--- src/design/rbi_pkg.sv ---
// ----------------------------------------------------------------------------
// rbi_pkg
// Shared types, codes and saturating helpers of the rigid body integrator.
// ----------------------------------------------------------------------------
package rbi_pkg;

    localparam int FRAC_BITS_DEF = 16;
    localparam int DATA_W        = 32;
    localparam int PROD_W        = 2 * DATA_W;
    localparam int CFG_IDX_W     = 3;
    localparam int PARAM_W       = 31;

    localparam logic [1:0] KIND_STATIC    = 2'd0;
    localparam logic [1:0] KIND_DYNAMIC   = 2'd1;
    localparam logic [1:0] KIND_KINEMATIC = 2'd2;

    localparam logic ACT_FORCE = 1'b0;
    localparam logic ACT_TICK  = 1'b1;

    localparam logic [CFG_IDX_W-1:0] REG_BODY_KIND     = 3'd0;
    localparam logic [CFG_IDX_W-1:0] REG_INV_MASS      = 3'd1;
    localparam logic [CFG_IDX_W-1:0] REG_INV_INERTIA   = 3'd2;
    localparam logic [CFG_IDX_W-1:0] REG_TIME_STEP     = 3'd3;
    localparam logic [CFG_IDX_W-1:0] REG_DRAG          = 3'd4;
    localparam logic [CFG_IDX_W-1:0] REG_SLEEP_LINEAR  = 3'd5;
    localparam logic [CFG_IDX_W-1:0] REG_SLEEP_ANGULAR = 3'd6;
    localparam logic [CFG_IDX_W-1:0] REG_SLEEP_TIME    = 3'd7;

    typedef enum logic [2:0] {
        ST_IDLE,
        ST_LEVER,
        ST_MUL,
        ST_WB,
        ST_FINAL,
        ST_PUSH
    } rbi_state_t;

    typedef enum logic [4:0] {
        OP_T1,
        OP_T2,
        OP_DVX,
        OP_DVY,
        OP_DW,
        OP_FX,
        OP_VX,
        OP_FY,
        OP_VY,
        OP_TQ,
        OP_W,
        OP_PX,
        OP_PY,
        OP_ROT,
        OP_SQX,
        OP_SQY,
        OP_SQW
    } rbi_op_t;

    typedef struct packed {
        rbi_state_t state;
        rbi_op_t    op;
        logic       out_load;
    } rbi_ctrl_t;

    localparam logic signed [PROD_W-1:0] WIDE_MAX = PROD_W'(64'sd2147483647);
    localparam logic signed [PROD_W-1:0] WIDE_MIN = -PROD_W'(64'sd2147483648);

    function automatic logic signed [DATA_W-1:0] sat_wide(input logic signed [PROD_W-1:0] v);
        logic signed [DATA_W-1:0] r;
        if (v > WIDE_MAX) begin
            r = {1'b0, {(DATA_W-1){1'b1}}};
        end else if (v < WIDE_MIN) begin
            r = {1'b1, {(DATA_W-1){1'b0}}};
        end else begin
            r = v[DATA_W-1:0];
        end
        return r;
    endfunction

    function automatic logic signed [DATA_W-1:0] sat_sum(input logic signed [DATA_W-1:0] a,
                                                         input logic signed [DATA_W-1:0] b);
        logic signed [DATA_W:0]   s;
        logic signed [DATA_W-1:0] r;
        s = {a[DATA_W-1], a} + {b[DATA_W-1], b};
        if (s[DATA_W] != s[DATA_W-1]) begin
            r = s[DATA_W] ? {1'b1, {(DATA_W-1){1'b0}}} : {1'b0, {(DATA_W-1){1'b1}}};
        end else begin
            r = s[DATA_W-1:0];
        end
        return r;
    endfunction

    function automatic logic signed [DATA_W-1:0] sat_diff(input logic signed [DATA_W-1:0] a,
                                                          input logic signed [DATA_W-1:0] b);
        logic signed [DATA_W:0]   s;
        logic signed [DATA_W-1:0] r;
        s = {a[DATA_W-1], a} - {b[DATA_W-1], b};
        if (s[DATA_W] != s[DATA_W-1]) begin
            r = s[DATA_W] ? {1'b1, {(DATA_W-1){1'b0}}} : {1'b0, {(DATA_W-1){1'b1}}};
        end else begin
            r = s[DATA_W-1:0];
        end
        return r;
    endfunction

endpackage

--- src/design/rbi_mul.sv ---
// ----------------------------------------------------------------------------
// rbi_mul
// Shared signed 32x32 multiplier with a product register, floor shift by the
// fraction width and saturation to 32 bits.
// ----------------------------------------------------------------------------
module rbi_mul #(
    parameter int FRAC_BITS = rbi_pkg::FRAC_BITS_DEF
) (
    input  logic                                aclk,
    input  logic signed [rbi_pkg::DATA_W-1:0]   op_a,
    input  logic signed [rbi_pkg::DATA_W-1:0]   op_b,
    output logic signed [rbi_pkg::PROD_W-1:0]   prod_shift,
    output logic signed [rbi_pkg::DATA_W-1:0]   prod_sat
);

    logic signed [rbi_pkg::PROD_W-1:0] prod_reg;
    logic signed [rbi_pkg::PROD_W-1:0] prod_next;

    assign prod_next = op_a * op_b;

    always_ff @(posedge aclk) begin
        prod_reg <= prod_next;
    end

    assign prod_shift = prod_reg >>> FRAC_BITS;
    assign prod_sat   = rbi_pkg::sat_wide(prod_shift);

endmodule

--- config.mk ---
export PLATFORM = sky130hd
export DESIGN_NAME = rbi_mul
export DESIGN_NICKNAME = d
export VERILOG_FILES = /design/src/design/rbi_pkg.sv /design/src/design/rbi_mul.sv
export SDC_FILE = /design/constraint.sdc
export NUM_CORES = 2
export LEC_CHECK = 0
export BUFFER_PORTS_ARGS = -buffer_cell sky130_fd_sc_hd__buf_2
export CORE_ASPECT_RATIO = 0.9
export CORE_MARGIN = 3
export CORE_UTILIZATION = 50
export CTS_CLUSTER_DIAMETER = 200
export DETAILED_ROUTE_END_ITERATION = 8
export PLACE_DENSITY = 0.67
export SKIP_CTS_REPAIR_TIMING = 1
export SLEW_MARGIN = 20
export SYNTH_ARGS = -nofsm -noshare
export SYNTH_HDL_FRONTEND = slang
export SYNTH_SLANG_ARGS = --single-unit
--- constraint.sdc ---
create_clock -name aclk -period 11.8 [get_ports aclk]
set_input_delay 1.18 -clock aclk [delete_from_list [all_inputs] [get_ports aclk]]
set_output_delay 1.18 -clock aclk [all_outputs]
set_load 0.02 [all_outputs]
==> summary.md <==
| Metric | Value |
|---|---|
| Adder-Cell Fraction of Synth Area | 64.3% |
| Routed Antenna Nets | 0 |
| Gr usage total | 27.7% |
| Vias in the first global route | about 29000 |
| Routed WL | 101000 um |
| Core area | ~73000 um2 |
| GPL Wtd Cong | roughly 0.9 |
| Worst hold margin | approximately 2 ns |
| Row cnt | 94 |
| Clock sinks | between 40 and 50 |
| DR DRC count | 0 |
| Max cap viols | 0 |
| Nature of the critical path endpoint | register |
| Worst Setup Start Kind | input pin |
| Ys async rst share | 0% |
| Initial antenna violation count | 9 |
| Post-synthesis mux area share | 0.0269% |
| Fin area | 38600 um2 |
| Hold Crit Class | register to output pin |
| Final Critical Period | 9.45 ns |
| Critical path required time | 12.04 ns |
| Setup violators final | 0 |
| Largest family of logic cells by synthesized area | adder cells |
| Avg Inst Size Synth | 9.47 um2 |
| Post-Syn Area | 37100 um2 |
| GRT overflow | 0 |
| Total CTS buffers | 5 |
| DR pass1 iterations | 8 |
| DIE HEIGHT | 265 um |
| Max Clk Rate | 106 MHz |
| DP Area | ~38000 um2 |
| Ports | between 150 and 200 |
| Drt wl/cell | 20.9 um |
| Slew at the pin with the worst max-slew slack | 0.989 ns |
| Layout area overhead | 4.00% |
| Core Util, Final | 52.6% |
| Post-synthesis compound-gate area fraction | 3.71% |
| Clk Tree Root Cell | clkbuf_16 |
| IO buf count | 160 |
| Outcome | complete, no violations |
| Slew Limit Fails | 0 |
| Post-DP HPWL | just over 80000 um |
| H-Tree Depth | 2 |
| RSZ-0062 raised after global routing | no |
| Critical path class | input pin to register |
| Die W | between 200 and 300 um |
| CTS max path bufs | 2 |
| Largest net degree at the start of global routing | 33 |
| WP data arrival | 9.69 ns |
| Worst slew margin | between 30% and 40% |
| Global-route wire length before repair | 166000 um |
| Clock Pin Slew Worst Setup and Hold Paths | 0.07 ns |
| Initial Util | 50.6% |
| Hold EP | prod_shift[21] |
| CP Max Fanout | 32 |
| Syn nets | 5248 |
| Synth warn | 0 |
| Most frequent cells in the layout | fa_1, inv_1, nand2_1 |
| CTS tree | yes |
| Layout Nets | 5212 |
| Simple-gate share of the synthesized area | 15.6% |
| Register area share after synthesis | ~2.6% |
| Period utilization | 80.0% |
| Die area | slightly below 80000 um2 |
| Hold path cells | 1 |
| Vias per cell | between 5 and 6 |
| DR vias | 25700 |
| XOR/XNOR share of the synthesized area | 1.46% |
| Gate Count Post-Synth | approximately 3900 |
| Share of cells above drive strength 1 | 5.43% |
| Hold Vio Cnt, Final | 0 |
| EDFF count, synth | 0 |
| Most common cell after layout, fill and taps aside | fa_1 |
| Max FFs per register | 48 |
| Yosys cell types | 70 |
| Synth Register Bits | 48 |
| Hold path start | prod_reg[37]$_DFF_P_ |
| Final setup TNS | 0 ns |
| Iter 0 DRT Violations | 1712 |
| Main synth FF type | dfxtp_1 |
per-layer routing:
layer | up-vias | global-route usage [%] | wire [um]
met2 | 1068 | 41.4 | 43900
met4 | 10 | 4.95 | 1800
met3 | 104 | 8.16 | 11100
met1 | 13500 | 40.8 | 44400
met5 | - | 0 | 63
li1 | 11100 | - | -
synth_stat cells (2+ instances only):
cell type / n / area [um2]
and3_1: 6 / 37.5
xor2_1: 24 / 210
o211ai_1: 2 / 15.0
o21ai_1: 3 / 15.0
nor4_1: 5 / 31.3
nand3_1: 14 / 70.1
a21boi_0: 2 / 15.0
a31oi_1: 3 / 18.8
o211ai_2: 2 / 25.0
xnor2_1: 38 / 333
o21ai_0: 25 / 125
o21ai_2: 2 / 17.5
buf_1: 2 / 7.51
a211oi_1: 8 / 60.1
a211o_1: 2 / 17.5
buf_4: 16 / 120
o2111ai_1: 2 / 17.5
nor3_1: 6 / 30.0
or4_1: 2 / 15.0
nand2b_1: 11 / 68.8
ha_1: 180 / 2250
nand4b_1: 2 / 17.5
and2_1: 512 / 3200
and4_1: 2 / 17.5
dfxtp_1: 48 / 961
inv_1: 969 / 3640
fa_1: 1081 / 21600
o41ai_1: 2 / 17.5
nor2b_1: 4 / 25.0
clkbuf_1: 207 / 777
nor2_1: 52 / 195
nand2_1: 521 / 1960
nand4_1: 14 / 87.6
o21a_1: 5 / 37.5
a21oi_1: 51 / 255
o21bai_1: 6 / 45.0
a21o_1: 58 / 435
kinds of logic after synthesis:
logic type,count (synthesis)
multiplexers,1
buffers and inverters,1195
adder cells (fa/ha/maj),1261
XOR/XNOR,62
flip-flops,48
AND/OR/NAND/NOR,1158
AO/OA/AOI/OAI,197
layout make-up:
| cell class | instances | area (um2) |
|---|---|---|
| fillers | 6769 | 34800 |
| multi-input cells | 2679 | 31700 |
| inverters | 969 | 3640 |
| well taps | 960 | 1200 |
| repair buffers | 183 | 973 |
| flip-flops and latches | 48 | 961 |
| clock buffers | 5 | 125 |
| clock inverters | 2 | 60.1 |
| diodes | 4 | 10.0 |
worst max path at each step:
stage	from	end	slack [ns]	cells past startpoint
after global placement	op_a[31]	prod_reg[57]$_DFF_P_	2.27	25
after CTS	op_a[31]	prod_reg[57]$_DFF_P_	2.39	26
after floorplan	op_a[31]	prod_reg[57]$_DFF_P_	3.26	25
after detailed placement	op_a[31]	prod_reg[57]$_DFF_P_	2.07	26
after global routing	op_a[31]	prod_reg[57]$_DFF_P_	1.92	26
final	op_a[31]	prod_reg[57]$_DFF_P_	2.35	25
through the flow:
step,std cells,worst slack (ns)
floorplan,3922,3.26
global placement,4839,2.27
CTS,4846,2.39
finish,4850,2.35
global route,4846,1.92
detailed placement,4839,2.07
worst max-delay path, cell delays in order:
cell and delay [ns]:
buf_2 0.52, nand2_1 0.25, inv_1 0.13, fa_1 0.41
inv_1 0.24, fa_1 0.48, inv_1 0.22, fa_1 0.50
fa_1 0.95, inv_1 0.43, fa_1 0.59, inv_1 0.06
fa_1 0.56, fa_1 0.44, fa_1 0.48, ha_1 0.37
and2_1 0.24, and3_1 0.23, nand4_1 0.12, nor2_1 0.05
a2111oi_0 0.39, a211oi_1 0.16, a311o_1 0.31, a211oi_2 0.24
xnor2_1 0.13
Power is left out: the tool's default activity adds up to more than one toggle a clock period on the data nets, which glitch-free logic cannot reach.
