--- config.mk ---
export PLATFORM = sky130hd
export DESIGN_NAME = rbi_ctrl
export DESIGN_NICKNAME = d
export VERILOG_FILES = /design/src/design/rbi_pkg.sv /design/src/design/rbi_ctrl.sv
export SDC_FILE = /design/constraint.sdc
export NUM_CORES = 1
export LEC_CHECK = 0
export BUFFER_PORTS_ARGS = -buffer_cell sky130_fd_sc_hd__buf_2
export CAP_MARGIN = 20
export CORE_MARGIN = 10
export CORE_UTILIZATION = 35
export DETAILED_ROUTE_END_ITERATION = 8
export GPL_ROUTABILITY_DRIVEN = 0
export SETUP_SLACK_MARGIN = 0.3
export SLEW_MARGIN = 40
export SYNTH_ARGS = -nofsm -noshare
export SYNTH_HDL_FRONTEND = slang
export SYNTH_SLANG_ARGS = --single-unit
--- constraint.sdc ---
create_clock -name aclk -period 1.8 [get_ports aclk]
set_input_delay 0.18 -clock aclk [delete_from_list [all_inputs] [get_ports aclk]]
set_output_delay 0.18 -clock aclk [all_outputs]
set_load 0.03 [all_outputs]
--- src/design/rbi_pkg.sv ---
// ----------------------------------------------------------------------------
// rbi_pkg
// Shared types, codes and saturating helpers of the rigid body integrator.
// ----------------------------------------------------------------------------
package rbi_pkg;

    localparam int FRAC_BITS_DEF = 16;
    localparam int DATA_W        = 32;
    localparam int PROD_W        = 2 * DATA_W;
    localparam int CFG_IDX_W     = 3;
    localparam int PARAM_W       = 31;

    localparam logic [1:0] KIND_STATIC    = 2'd0;
    localparam logic [1:0] KIND_DYNAMIC   = 2'd1;
    localparam logic [1:0] KIND_KINEMATIC = 2'd2;

    localparam logic ACT_FORCE = 1'b0;
    localparam logic ACT_TICK  = 1'b1;

    localparam logic [CFG_IDX_W-1:0] REG_BODY_KIND     = 3'd0;
    localparam logic [CFG_IDX_W-1:0] REG_INV_MASS      = 3'd1;
    localparam logic [CFG_IDX_W-1:0] REG_INV_INERTIA   = 3'd2;
    localparam logic [CFG_IDX_W-1:0] REG_TIME_STEP     = 3'd3;
    localparam logic [CFG_IDX_W-1:0] REG_DRAG          = 3'd4;
    localparam logic [CFG_IDX_W-1:0] REG_SLEEP_LINEAR  = 3'd5;
    localparam logic [CFG_IDX_W-1:0] REG_SLEEP_ANGULAR = 3'd6;
    localparam logic [CFG_IDX_W-1:0] REG_SLEEP_TIME    = 3'd7;

    typedef enum logic [2:0] {
        ST_IDLE,
        ST_LEVER,
        ST_MUL,
        ST_WB,
        ST_FINAL,
        ST_PUSH
    } rbi_state_t;

    typedef enum logic [4:0] {
        OP_T1,
        OP_T2,
        OP_DVX,
        OP_DVY,
        OP_DW,
        OP_FX,
        OP_VX,
        OP_FY,
        OP_VY,
        OP_TQ,
        OP_W,
        OP_PX,
        OP_PY,
        OP_ROT,
        OP_SQX,
        OP_SQY,
        OP_SQW
    } rbi_op_t;

    typedef struct packed {
        rbi_state_t state;
        rbi_op_t    op;
        logic       out_load;
    } rbi_ctrl_t;

    localparam logic signed [PROD_W-1:0] WIDE_MAX = PROD_W'(64'sd2147483647);
    localparam logic signed [PROD_W-1:0] WIDE_MIN = -PROD_W'(64'sd2147483648);

    function automatic logic signed [DATA_W-1:0] sat_wide(input logic signed [PROD_W-1:0] v);
        logic signed [DATA_W-1:0] r;
        if (v > WIDE_MAX) begin
            r = {1'b0, {(DATA_W-1){1'b1}}};
        end else if (v < WIDE_MIN) begin
            r = {1'b1, {(DATA_W-1){1'b0}}};
        end else begin
            r = v[DATA_W-1:0];
        end
        return r;
    endfunction

    function automatic logic signed [DATA_W-1:0] sat_sum(input logic signed [DATA_W-1:0] a,
                                                         input logic signed [DATA_W-1:0] b);
        logic signed [DATA_W:0]   s;
        logic signed [DATA_W-1:0] r;
        s = {a[DATA_W-1], a} + {b[DATA_W-1], b};
        if (s[DATA_W] != s[DATA_W-1]) begin
            r = s[DATA_W] ? {1'b1, {(DATA_W-1){1'b0}}} : {1'b0, {(DATA_W-1){1'b1}}};
        end else begin
            r = s[DATA_W-1:0];
        end
        return r;
    endfunction

    function automatic logic signed [DATA_W-1:0] sat_diff(input logic signed [DATA_W-1:0] a,
                                                          input logic signed [DATA_W-1:0] b);
        logic signed [DATA_W:0]   s;
        logic signed [DATA_W-1:0] r;
        s = {a[DATA_W-1], a} - {b[DATA_W-1], b};
        if (s[DATA_W] != s[DATA_W-1]) begin
            r = s[DATA_W] ? {1'b1, {(DATA_W-1){1'b0}}} : {1'b0, {(DATA_W-1){1'b1}}};
        end else begin
            r = s[DATA_W-1:0];
        end
        return r;
    endfunction

endpackage

--- src/design/rbi_ctrl.sv ---
// ----------------------------------------------------------------------------
// rbi_ctrl
// Sequencer: walks the product list of an apply-force or a tick item through
// the shared multiplier and hands the result to the output register.
// ----------------------------------------------------------------------------
module rbi_ctrl (
    input  logic               aclk,
    input  logic               aresetn,
    input  logic               start,
    input  logic               in_tick,
    input  logic               dynamic,
    input  logic               awake,
    input  logic               out_free,
    output logic               in_ready,
    output rbi_pkg::rbi_ctrl_t ctrl
);

    rbi_pkg::rbi_state_t state_reg, state_next;
    rbi_pkg::rbi_op_t    op_reg, op_next;

    always_ff @(posedge aclk) begin
        if (!aresetn) begin
            state_reg <= rbi_pkg::ST_IDLE;
            op_reg    <= rbi_pkg::OP_T1;
        end else begin
            state_reg <= state_next;
            op_reg    <= op_next;
        end
    end

    always_comb begin
        state_next = state_reg;
        op_next    = op_reg;
        unique case (state_reg)
            rbi_pkg::ST_IDLE: begin
                if (start) begin
                    if (!dynamic) begin
                        state_next = rbi_pkg::ST_PUSH;
                    end else if (!in_tick) begin
                        state_next = rbi_pkg::ST_LEVER;
                    end else if (awake) begin
                        state_next = rbi_pkg::ST_MUL;
                        op_next    = rbi_pkg::OP_DVX;
                    end else begin
                        state_next = rbi_pkg::ST_PUSH;
                    end
                end
            end
            rbi_pkg::ST_LEVER: begin
                state_next = rbi_pkg::ST_MUL;
                op_next    = rbi_pkg::OP_T1;
            end
            rbi_pkg::ST_MUL: begin
                state_next = rbi_pkg::ST_WB;
            end
            rbi_pkg::ST_WB: begin
                if (op_reg == rbi_pkg::OP_T2 || op_reg == rbi_pkg::OP_SQW) begin
                    state_next = rbi_pkg::ST_FINAL;
                end else begin
                    state_next = rbi_pkg::ST_MUL;
                    op_next    = rbi_pkg::rbi_op_t'(op_reg + 5'd1);
                end
            end
            rbi_pkg::ST_FINAL: begin
                state_next = rbi_pkg::ST_PUSH;
            end
            rbi_pkg::ST_PUSH: begin
                if (out_free) begin
                    state_next = rbi_pkg::ST_IDLE;
                end
            end
            default: begin
                state_next = rbi_pkg::ST_IDLE;
            end
        endcase
    end

    always_comb begin
        in_ready      = (state_reg == rbi_pkg::ST_IDLE);
        ctrl.state    = state_reg;
        ctrl.op       = op_reg;
        ctrl.out_load = (state_reg == rbi_pkg::ST_PUSH) && out_free;
    end

endmodule

==> flow_metrics.py, run 1 <==
metrics = {
    "yosys": {
        "syn_area_um2": 563.0,
        "synth.ff_latch_count": 8,
        "postSynthNetCount": 77,
        "post_synth.cell_area_avg_um2": 8.404,
        "ys.warnings.count": 0,
        "yosysSeqAreaShare": 0.2844,
        "number_of_library_cell_types_mapped_by_synthesis": 29,
        "syn-instance-count": 67,
    },
    "setup_path": {
        "wp_data_required_ns": 1.99,
        "cp_slowest_stage_delay_ns": 0.37,
        "critPathLaunchType": "flop",
        "crit_path_start": "op_reg[1]",
        "crit_family": "flip-flops",
        "rr_startpoint": "op_reg[1]",
        "critical_path_buf_inv_count": 1,
        "criticalPathCategory": "reg -> reg",
        "critical_path.slowest_cell": "sky130_fd_sc_hd__dfxtp_4",
        "worst-endpoint-arrival_ns": 1.63,
        "endpoint_kind": "flop",
        "worstPathMaxFanout": 5,
        "timing.critical_path.cells": "inv_1 -> ha_1 -> mux2_4 -> nand4_4 -> and3b_4 -> o221a_1",
    },
    "clock_network": {
        "tritoncts": "yes",
        "clkSinkCount": 8,
        "root_buffer": "sky130_fd_sc_hd__clkbuf_4",
        "worst_skew_pair.late_latency_ns": 0.25,
        "clock_slew_seen_by_the_registers_of_the_worst_setup_and_hold_paths_ns": 0.05,
        "clockBufferDepth": 2,
        "cts.hold.buffers_added": 0,
        "cts_setup_buffers": 0,
        "h_tree_depth": 1,
        "numCtsBuffers": 3,
    },
    "route": {
        "drt-wirelength-per-cell_um": 13.49,
        "detail_route.drc_violations": 0,
        "drt.antenna.violating_nets": 0,
        "wl_mm": 1.336,
        "drt_iter0_markers": 16,
        "vias_per_cell": 5.404,
        "drt_first_pass_iters": 4,
        "dr_total_vias": 535,
    },
    "finish": {
        "multi_input_area_um2": 369.1,
        "final.fill_count": 160,
        "area.growth.synth_to_final_pct": 21.11,
        "fin_nets": 95,
        "finish.utilization": 0.4527,
        "n_antenna_cell": 0,
        "max_ffs_per_register": 5,
        "ff_latch_area_um2": 171.4,
        "layoutNonFillerInstCount": 99,
        "share_of_cells_above_drive_strength_1": 0.3614,
    },
    "grt": {
        "grt_overflow_total": 0,
        "first_global_vias": 483,
        "antenna_found_initial": 0,
        "grt_pass1_wl_mm": 2.173,
        "grt_usage": 0.07718,
        "largest_net_degree_at_the_start_of_global_routing": 14,
    },
    "placed_design": {
        "buffer_ports.inserted": 16,
        "dpl.cell_count": 96,
        "detailed_place_hpwl_mm": 1.030,
    },
    "floorplan": {
        "die_y_um": 60.11,
        "initial_utilization": 0.3738,
        "fp-row-count": 14,
        "floorplan.die.width_um": 60.11,
        "io-pin-count": 17,
        "floorplan.core_area_um2": 1506,
        "design.die.area_um2": 3613,
    },
    "sta": {
        "max_freq_mhz": 697.2,
        "worst_clock_skew_ns": 0.001585,
        "maxSlewHeadroom": 0.7753,
        "worstMarginPinSlew_ns": 0.3347,
        "final_hold_slack_ns": 0.2297,
        "layout_worst_path_cycle_share": 0.7969,
        "rsz0062_at_grt": "false",
        "final_max_slew_viol_count": 0,
        "final-setup-viol-count": 0,
        "hold_violation_total_from_the_final_report": 0,
        "post-route-min-period_ns": 1.434,
        "fin_tns_setup_ns": 0,
    },
    "power_and_ir_drop": {
        "power.ir.vdd_worst_v": 0.0005937,
        "p_leak_nw": 0.3129,
        "power_per_cell_area_nw_per_um2": 1038,
        "post-layout-total-power_mw": 0.7075,
    },
    "min_path": {
        "holdCritStartpoint": "start",
        "holdCritPathClass": "in -> reg",
    },
    "run_status": {
        "status": "completed",
    },
    "job": {
        "timing.max_cap.violations": 0,
    },
}
-- synthesized netlist by cell type --
library cell,number,area [µm²]
sky130_fd_sc_hd__nor2b_1,3,18.77
sky130_fd_sc_hd__nand4_4,1,21.27
sky130_fd_sc_hd__and3_1,1,6.260
sky130_fd_sc_hd__mux2_4,1,15.01
sky130_fd_sc_hd__a31oi_1,1,6.260
sky130_fd_sc_hd__nand2b_1,4,25.02
sky130_fd_sc_hd__nor2_1,6,22.52
sky130_fd_sc_hd__xor2_1,1,8.760
sky130_fd_sc_hd__o32a_2,1,11.26
sky130_fd_sc_hd__o31ai_1,1,7.510
sky130_fd_sc_hd__o21ai_0,4,20.02
sky130_fd_sc_hd__and3b_4,1,12.51
sky130_fd_sc_hd__dfxtp_1,8,160.2
sky130_fd_sc_hd__a31o_1,1,8.760
sky130_fd_sc_hd__buf_4,2,15.01
sky130_fd_sc_hd__nand4b_4,1,23.77
sky130_fd_sc_hd__o22ai_1,3,18.77
sky130_fd_sc_hd__o221a_1,1,11.26
sky130_fd_sc_hd__a311oi_1,1,8.760
sky130_fd_sc_hd__nor3b_1,1,7.510
sky130_fd_sc_hd__nand3_1,3,15.01
sky130_fd_sc_hd__nand2_1,5,18.77
sky130_fd_sc_hd__buf_2,1,5.000
sky130_fd_sc_hd__o21ai_1,1,5.000
sky130_fd_sc_hd__inv_1,5,18.77
sky130_fd_sc_hd__a21oi_1,1,5.000
sky130_fd_sc_hd__ha_1,3,37.54
sky130_fd_sc_hd__xnor2_1,1,8.760
sky130_fd_sc_hd__nor3_1,4,20.02
-- stage by stage --
step,instance area (µm²),setup WS [ns]
2_1_floorplan,570.5,0.3128
3_3_place_gp,650.6,0.3689
3_5_place_dp,650.6,0.3491
4_1_cts,674.4,0.3144
5_1_grt,681.9,0.3103
6_report,681.9,0.3657
-- power breakdown --
group          internal [mW]  switching (mW)  total (mW)
clock network         0.0762          0.0601       0.136
registers              0.209          0.0778       0.286
logic                  0.123           0.162       0.285
total                  0.408           0.300       0.707
-- cells in the final DEF, fill, tap and decap left out, types with 4 or more instances in the layout --
| master | synthesis | final |
|---|---|---|
| sky130_fd_sc_hd__nand2_1 | 5 | 5 |
| sky130_fd_sc_hd__nand2b_1 | 4 | 4 |
| sky130_fd_sc_hd__o21ai_0 | 4 | 4 |
| sky130_fd_sc_hd__buf_2 | 1 | 16 |
| sky130_fd_sc_hd__nor2_1 | 6 | 6 |
| sky130_fd_sc_hd__inv_1 | 5 | 5 |
-- final timing paths --
path | endpoint | slack [ns] | cells after the start
max | op_reg[1] | 0.37 | 6
min | state_reg[0] | 0.23 | 3
max reg2reg | op_reg[1] | 0.37 | 6
min reg2reg | op_reg[0] | 0.52 | 1
-- worst min-delay path, delay by kind of cell --
| family | cells | cell delay [ns] |
|---|---|---|
| compound gates | 1 | 0.07 |
| buf+inv | 1 | 0.12 |
| simple gates | 1 | 0.08 |
-- what timing repair did --
item	4_1_cts	5_1_grt
pin swaps	0	0
hold endpoints to repair	0	0
endpoints found under the setup margin	1	6
resized for setup	1	4
-- layout make-up --
class	count	area share
inverter	5	0.02752
tap	16	0.02936
multi-input combinational	51	0.5413
sequential	8	0.2514
clock buffer	3	0.03303
timing repair buffer	16	0.1174
-- kinds of logic (layout without fill, tap and decap cells) --
| kind of cell | count (synthesis) | count (layout) | share of synthesized area |
|---|---|---|---|
| fa+ha+maj | 3 | 3 | 0.06667 |
| simple gates | 30 | 30 | 0.3400 |
| compound gates | 15 | 15 | 0.1822 |
| buf+inv | 8 | 24 | 0.06888 |
| flops | 8 | 8 | 0.2844 |
| xor+xnor | 2 | 2 | 0.03112 |
| mux | 1 | 1 | 0.02666 |
-- metal layers --
metal / wire length, µm / GRT usage / part of all wire / vias up
li1: - / - / - / 270
met1: 575 / 0.09123 / 0.43 / 247
met5: 0 / 0 / 0 / -
met2: 665 / 0.1162 / 0.50 / 18
met4: 0 / 0.01923 / 0 / 0
met3: 96 / 0.04449 / 0.072 / 0
Power figures use the tool's default switching activity.
==> inputs of run 2 (changes only) <==
==> constraint.sdc (replaced) <==
create_clock -name aclk -period 1.2 [get_ports aclk]
set_input_delay 0.12 -clock aclk [delete_from_list [all_inputs] [get_ports aclk]]
set_output_delay 0.12 -clock aclk [all_outputs]
set_load 0.03 [all_outputs]
==> run 2 against run 1 <==
  * The flow now finishes with violations (negative setup slack)
  * Total power grew 120%
  * Via count grew 18%
  * Maximum frequency grew 5.4%
  * Cell count grew 26%
  * Critical path type unchanged
  * Critical endpoint unchanged
==> flow_metrics.py, run 2 (synthesized netlist as in run 1, its figures left out) <==
metrics = {
    "run_status": {
        "status": "complete, but fails checks",
        "failed_checks": "negative setup slack",
    },
    "finish": {
        "fin_nets": 120,
        "final_cell_mix": "sky130_fd_sc_hd__buf_6, sky130_fd_sc_hd__buf_4, sky130_fd_sc_hd__buf_2",
        "share_of_cells_above_drive_strength_1": 0.6606,
        "max_ffs_per_register": 5,
        "layoutNonFillerInstCount": 125,
        "layout.cells.most_common": "sky130_fd_sc_hd__buf_6",
        "finish.utilization": 0.7176,
        "n_antenna_cell": 0,
        "area.growth.synth_to_final_pct": 92.00,
    },
    "grt": {
        "grt_usage": 0.1143,
        "grt_overflow_total": 0,
        "first_global_vias": 676,
        "grt_pass1_wl_mm": 3.194,
        "largest_net_degree_at_the_start_of_global_routing": 8,
        "antenna_found_initial": 0,
    },
    "floorplan": {
        "floorplan.core_area_um2": 1506,
        "initial_utilization": 0.3738,
        "design.die.area_um2": 3613,
        "floorplan.die.width_um": 60.11,
        "io-pin-count": 17,
        "fp-row-count": 14,
        "die_y_um": 60.11,
    },
    "setup_path": {
        "cp_slowest_stage_delay_ns": 0.36,
        "critical_path.slowest_cell": "sky130_fd_sc_hd__dfxtp_4",
        "setup.reg_to_reg.worst_slack_ns": -0.16,
        "critical_path.endpoint": "op_reg[1]",
        "criticalPathCategory": "reg -> reg",
        "worstPathMaxFanout": 4,
        "wp_data_required_ns": 1.39,
        "critical_path_buf_inv_count": 1,
        "worst-endpoint-arrival_ns": 1.56,
        "reg2regPathDepth": 6,
        "timing.critical_path.cells": "inv_2 -> ha_2 -> mux2_4 -> nand4_4 -> and3b_4 -> o221a_1",
        "rr_startpoint": "op_reg[0]",
        "path_depth": 6,
        "endpoint_kind": "flop",
        "critPathLaunchType": "flop",
        "r2r-end": "op_reg[1]",
        "crit_family": "flip-flops",
        "crit_path_start": "op_reg[0]",
    },
    "sta": {
        "postLayoutSetupSlackWorst_ns": -0.1604,
        "max_freq_mhz": 735.1,
        "final_max_slew_viol_count": 0,
        "hold_violation_total_from_the_final_report": 0,
        "worstMarginPinSlew_ns": 0.3270,
        "post-route-min-period_ns": 1.360,
        "layout_worst_path_cycle_share": 1.134,
        "worst_clock_skew_ns": 0.0004432,
        "maxSlewHeadroom": 0.7797,
        "fin_tns_setup_ns": -0.7453,
        "rsz0062_at_grt": "true",
        "final-setup-viol-count": 8,
    },
    "clock_network": {
        "numCtsBuffers": 3,
        "h_tree_depth": 1,
        "cts.hold.buffers_added": 0,
        "root_buffer": "sky130_fd_sc_hd__clkbuf_4",
        "worst_skew_pair.late_latency_ns": 0.26,
        "tritoncts": "yes",
        "clkSinkCount": 8,
        "clockBufferDepth": 2,
        "clock_slew_seen_by_the_registers_of_the_worst_setup_and_hold_paths_ns": 0.06,
    },
    "job": {
        "timing.max_cap.violations": 0,
    },
    "route": {
        "drt_iter0_markers": 7,
        "dr_total_vias": 631,
        "detail_route.drc_violations": 0,
        "vias_per_cell": 5.048,
        "drt.antenna.violating_nets": 0,
        "drt-wirelength-per-cell_um": 14.40,
        "drt_first_pass_iters": 4,
        "wl_mm": 1.800,
    },
    "power_and_ir_drop": {
        "p_leak_nw": 0.4844,
        "post-layout-total-power_mw": 1.568,
        "power_per_cell_area_nw_per_um2": 1451,
        "power.ir.vdd_worst_v": 0.001093,
    },
    "placed_design": {
        "dpl.cell_count": 105,
        "detailed_place_hpwl_mm": 1.135,
        "buffer_ports.inserted": 16,
    },
    "min_path": {
        "holdCritPathClass": "in -> reg",
    },
}
run 2: power breakdown:
part	internal (mW)	leakage [nW]	switching (mW)
sequential	0.319	0.0702	0.0558
clock	0.128	0.0150	0.0995
combinational	0.510	0.399	0.456
total	0.957	0.484	0.611
run 2: routing by layer:
metal | GRT usage | routed length [µm]
met5 | 0 | 0
met4 | 0.02564 | 0
met3 | 0.05297 | 108
met2 | 0.1912 | 945
met1 | 0.1281 | 746
run 2: worst reg2reg max path, stage by stage (launching register included):
cell	delay (ns)
sky130_fd_sc_hd__dfxtp_4	0.36
sky130_fd_sc_hd__inv_2	0.03
sky130_fd_sc_hd__ha_2	0.16
sky130_fd_sc_hd__mux2_4	0.27
sky130_fd_sc_hd__nand4_4	0.08
sky130_fd_sc_hd__and3b_4	0.22
sky130_fd_sc_hd__o221a_1	0.18
run 2: cell type report:
type,instances,area [µm²]
Clock buffer,4,26.28
Multi-Input combinational cell,51,445.4
Fill cell,101,425.4
Tap cell,16,20.02
Timing Repair Buffer,41,387.9
Sequential cell,8,182.7
Inverter,5,18.77
run 2: worst min path at each step:
| stage | from | end | slack (ns) | depth (start not counted) |
|---|---|---|---|---|
| after floorplan | aresetn | state_reg[0] | 0.25 | 2 |
| after detailed placement | start | state_reg[0] | 0.42 | 3 |
| after global placement | start | state_reg[0] | 0.41 | 3 |
| after CTS | start | state_reg[0] | 0.14 | 3 |
| final | start | state_reg[0] | 0.15 | 3 |
| after global routing | start | state_reg[0] | 0.16 | 3 |
run 2: what timing repair did:
action	in CTS	in global routing
resized for setup	46	2
setup endpoints to repair	18	18
pin swaps	4	2
buffers inserted	13	3
run 2: stage by stage:
step	setup slack, ns	instance area [µm²]	hold WS [ns]
after floorplan	-0.2017	614.3	0.2476
after global placement	-0.1493	752.0	0.4145
after detailed placement	-0.1727	752.0	0.4200
after CTS	-0.1562	1051	0.1357
after global routing	-0.2439	1081	0.1556
final	-0.1604	1081	0.1455
==> inputs of run 3 (changes only) <==
--- a/config.mk
+++ b/config.mk
@@ -11,7 +11,7 @@
 export CORE_UTILIZATION = 35
 export DETAILED_ROUTE_END_ITERATION = 8
 export GPL_ROUTABILITY_DRIVEN = 0
-export SETUP_SLACK_MARGIN = 0.3
+export SETUP_SLACK_MARGIN = 0.15
 export SLEW_MARGIN = 40
 export SYNTH_ARGS = -nofsm -noshare
 export SYNTH_HDL_FRONTEND = slang
==> constraint.sdc (replaced) <==
create_clock -name aclk -period 1.25 [get_ports aclk]
set_input_delay 0.125 -clock aclk [delete_from_list [all_inputs] [get_ports aclk]]
set_output_delay 0.125 -clock aclk [all_outputs]
set_load 0.03 [all_outputs]
==> run 3 against run 2 <==
  * The run still ends with negative setup slack left
  * Critical path depth is the same
  * Global-route usage down 2.4 points
  * Via count shrank 4.4%
  * Sequential share of layout area up 2.5 points
  * Worst hold slack improved by 0.022 ns
  * Routed wire length down 6.3%
  * Cell count is 6.4% lower
==> flow_metrics.py, run 3 (synthesized netlist as in run 1, its figures left out) <==
metrics = {
    "run_status": {
        "status": "complete, but fails checks",
        "failed_checks": "negative setup slack",
    },
    "power_and_ir_drop": {
        "power.ir.vdd_worst_v": 0.0008331,
        "p_leak_nw": 0.4332,
        "power_per_cell_area_nw_per_um2": 1466,
    },
    "sta": {
        "final_max_slew_viol_count": 0,
        "max_freq_mhz": 736.9,
        "maxSlewHeadroom": 0.7625,
        "post-route-min-period_ns": 1.357,
        "worstMarginPinSlew_ns": 0.3525,
        "fin_tns_setup_ns": -0.3903,
        "hold_violation_total_from_the_final_report": 0,
        "layout_worst_path_cycle_share": 1.086,
        "rsz0062_at_grt": "true",
        "worst_clock_skew_ns": 0.002369,
        "postLayoutSetupSlackWorst_ns": -0.1071,
        "final-setup-viol-count": 6,
    },
    "grt": {
        "antenna_found_initial": 0,
        "largest_net_degree_at_the_start_of_global_routing": 14,
        "grt_usage": 0.09072,
        "first_global_vias": 538,
        "grt_overflow_total": 0,
        "grt_pass1_wl_mm": 2.470,
    },
    "route": {
        "drt_iter0_markers": 7,
        "dr_total_vias": 603,
        "wl_mm": 1.687,
        "drt-wirelength-per-cell_um": 14.42,
        "detail_route.drc_violations": 0,
        "drt.antenna.violating_nets": 0,
        "drt_first_pass_iters": 4,
        "vias_per_cell": 5.154,
    },
    "min_path": {
        "holdCritPathClass": "in -> reg",
    },
    "floorplan": {
        "design.die.area_um2": 3613,
        "die_y_um": 60.11,
        "floorplan.die.width_um": 60.11,
        "fp-row-count": 14,
        "floorplan.core_area_um2": 1506,
        "initial_utilization": 0.3738,
        "io-pin-count": 17,
    },
    "setup_path": {
        "critical_path.slowest_cell": "sky130_fd_sc_hd__dfxtp_4",
        "critical_path.endpoint": "op_reg[1]",
        "crit_path_start": "op_reg[1]",
        "critical_path_buf_inv_count": 1,
        "endpoint_kind": "flop",
        "critPathLaunchType": "flop",
        "path_depth": 6,
        "setup.reg_to_reg.worst_slack_ns": -0.11,
        "worstPathMaxFanout": 4,
        "rr_startpoint": "op_reg[1]",
        "reg2regPathDepth": 6,
        "criticalPathCategory": "reg -> reg",
        "r2r-end": "op_reg[1]",
        "wp_data_required_ns": 1.45,
        "timing.critical_path.cells": "inv_2 -> ha_2 -> mux2_4 -> nand4_4 -> and3b_4 -> o221a_1",
        "cp_slowest_stage_delay_ns": 0.35,
        "worst-endpoint-arrival_ns": 1.56,
        "crit_family": "flip-flops",
    },
    "finish": {
        "ff_latch_area_um2": 180.2,
        "finish.utilization": 0.6179,
        "final_cell_mix": "sky130_fd_sc_hd__buf_4, sky130_fd_sc_hd__buf_2, sky130_fd_sc_hd__buf_6",
        "layout.cells.most_common": "sky130_fd_sc_hd__buf_4",
        "final.fill_count": 133,
        "fin_nets": 112,
        "share_of_cells_above_drive_strength_1": 0.6139,
        "max_ffs_per_register": 5,
        "area.growth.synth_to_final_pct": 65.33,
        "multi_input_area_um2": 439.2,
        "n_antenna_cell": 0,
    },
    "clock_network": {
        "clockBufferDepth": 2,
        "h_tree_depth": 1,
        "numCtsBuffers": 3,
        "tritoncts": "yes",
        "clkSinkCount": 8,
        "worst_skew_pair.late_latency_ns": 0.26,
        "clock_slew_seen_by_the_registers_of_the_worst_setup_and_hold_paths_ns": 0.06,
        "root_buffer": "sky130_fd_sc_hd__clkbuf_4",
    },
    "placed_design": {
        "post-place-ws_ns": -0.1169,
        "detailed_place_hpwl_mm": 1.104,
        "buffer_ports.inserted": 16,
    },
    "job": {
        "timing.max_cap.violations": 0,
    },
}
run 3: tightest hold or removal path: cells and delay by family:
kind / cells / cell delay, ns
compound gates: 1 / 0.07
buf+inv: 1 / 0.13
simple gates: 1 / 0.07
run 3: worst min-delay path by stage:
stage / from / endpoint / slack [ns] / depth (start not counted)
after floorplan: aresetn / state_reg[0] / 0.25 / 2
after global placement: start / state_reg[0] / 0.43 / 3
after detailed placement: start / state_reg[0] / 0.42 / 3
after CTS: start / state_reg[0] / 0.14 / 3
after global routing: start / state_reg[0] / 0.18 / 3
final: start / state_reg[0] / 0.17 / 3
run 3: metal layers:
metal	vias up	share of wire	global-route usage
met2	14	0.45	0.1324
met1	278	0.47	0.1056
met3	5	0.069	0.05085
met4	0	0.015	0.03846
li1	306	-	-
met5	-	0	0
run 3: power breakdown:
| group | leakage, nW | total, mW | switching [mW] | internal, mW |
|---|---|---|---|---|
| clock network | 0.0150 | 0.221 | 0.0983 | 0.123 |
| registers | 0.0692 | 0.376 | 0.0691 | 0.307 |
| logic | 0.349 | 0.768 | 0.385 | 0.383 |
| total | 0.433 | 1.36 | 0.552 | 0.813 |
run 3: per-stage QoR:
| step | instance area (µm²) | std cells | total power, mW | hold WS (ns) |
|---|---|---|---|---|
| floorplan | 605.6 | 67 | 0.7732 | 0.2526 |
| global placement | 742.0 | 104 | 0.9034 | 0.4253 |
| detailed placement | 742.0 | 104 | 0.9008 | 0.4194 |
| CTS | 823.3 | 111 | 1.194 | 0.1439 |
| global route | 930.9 | 117 | 1.447 | 0.1775 |
| finish | 930.9 | 117 | 1.365 | 0.1680 |
run 3: area by class of cell:
| type | instances | share of cell area |
|---|---|---|
| Inverter | 5 | 0.02016 |
| Tap cell | 16 | 0.02151 |
| Sequential cell | 8 | 0.1935 |
| Multi-Input combinational cell | 51 | 0.4718 |
| Timing Repair Buffer | 33 | 0.2648 |
| Clock buffer | 4 | 0.02823 |
run 3: what timing repair did:
item                                    CTS  global route
pin swaps                                 3             1
setup buffers                             3             6
gates resized for setup                   9            16
endpoints found under the setup margin   11            12
gates cloned                              0             0
hold buffers                              0             0
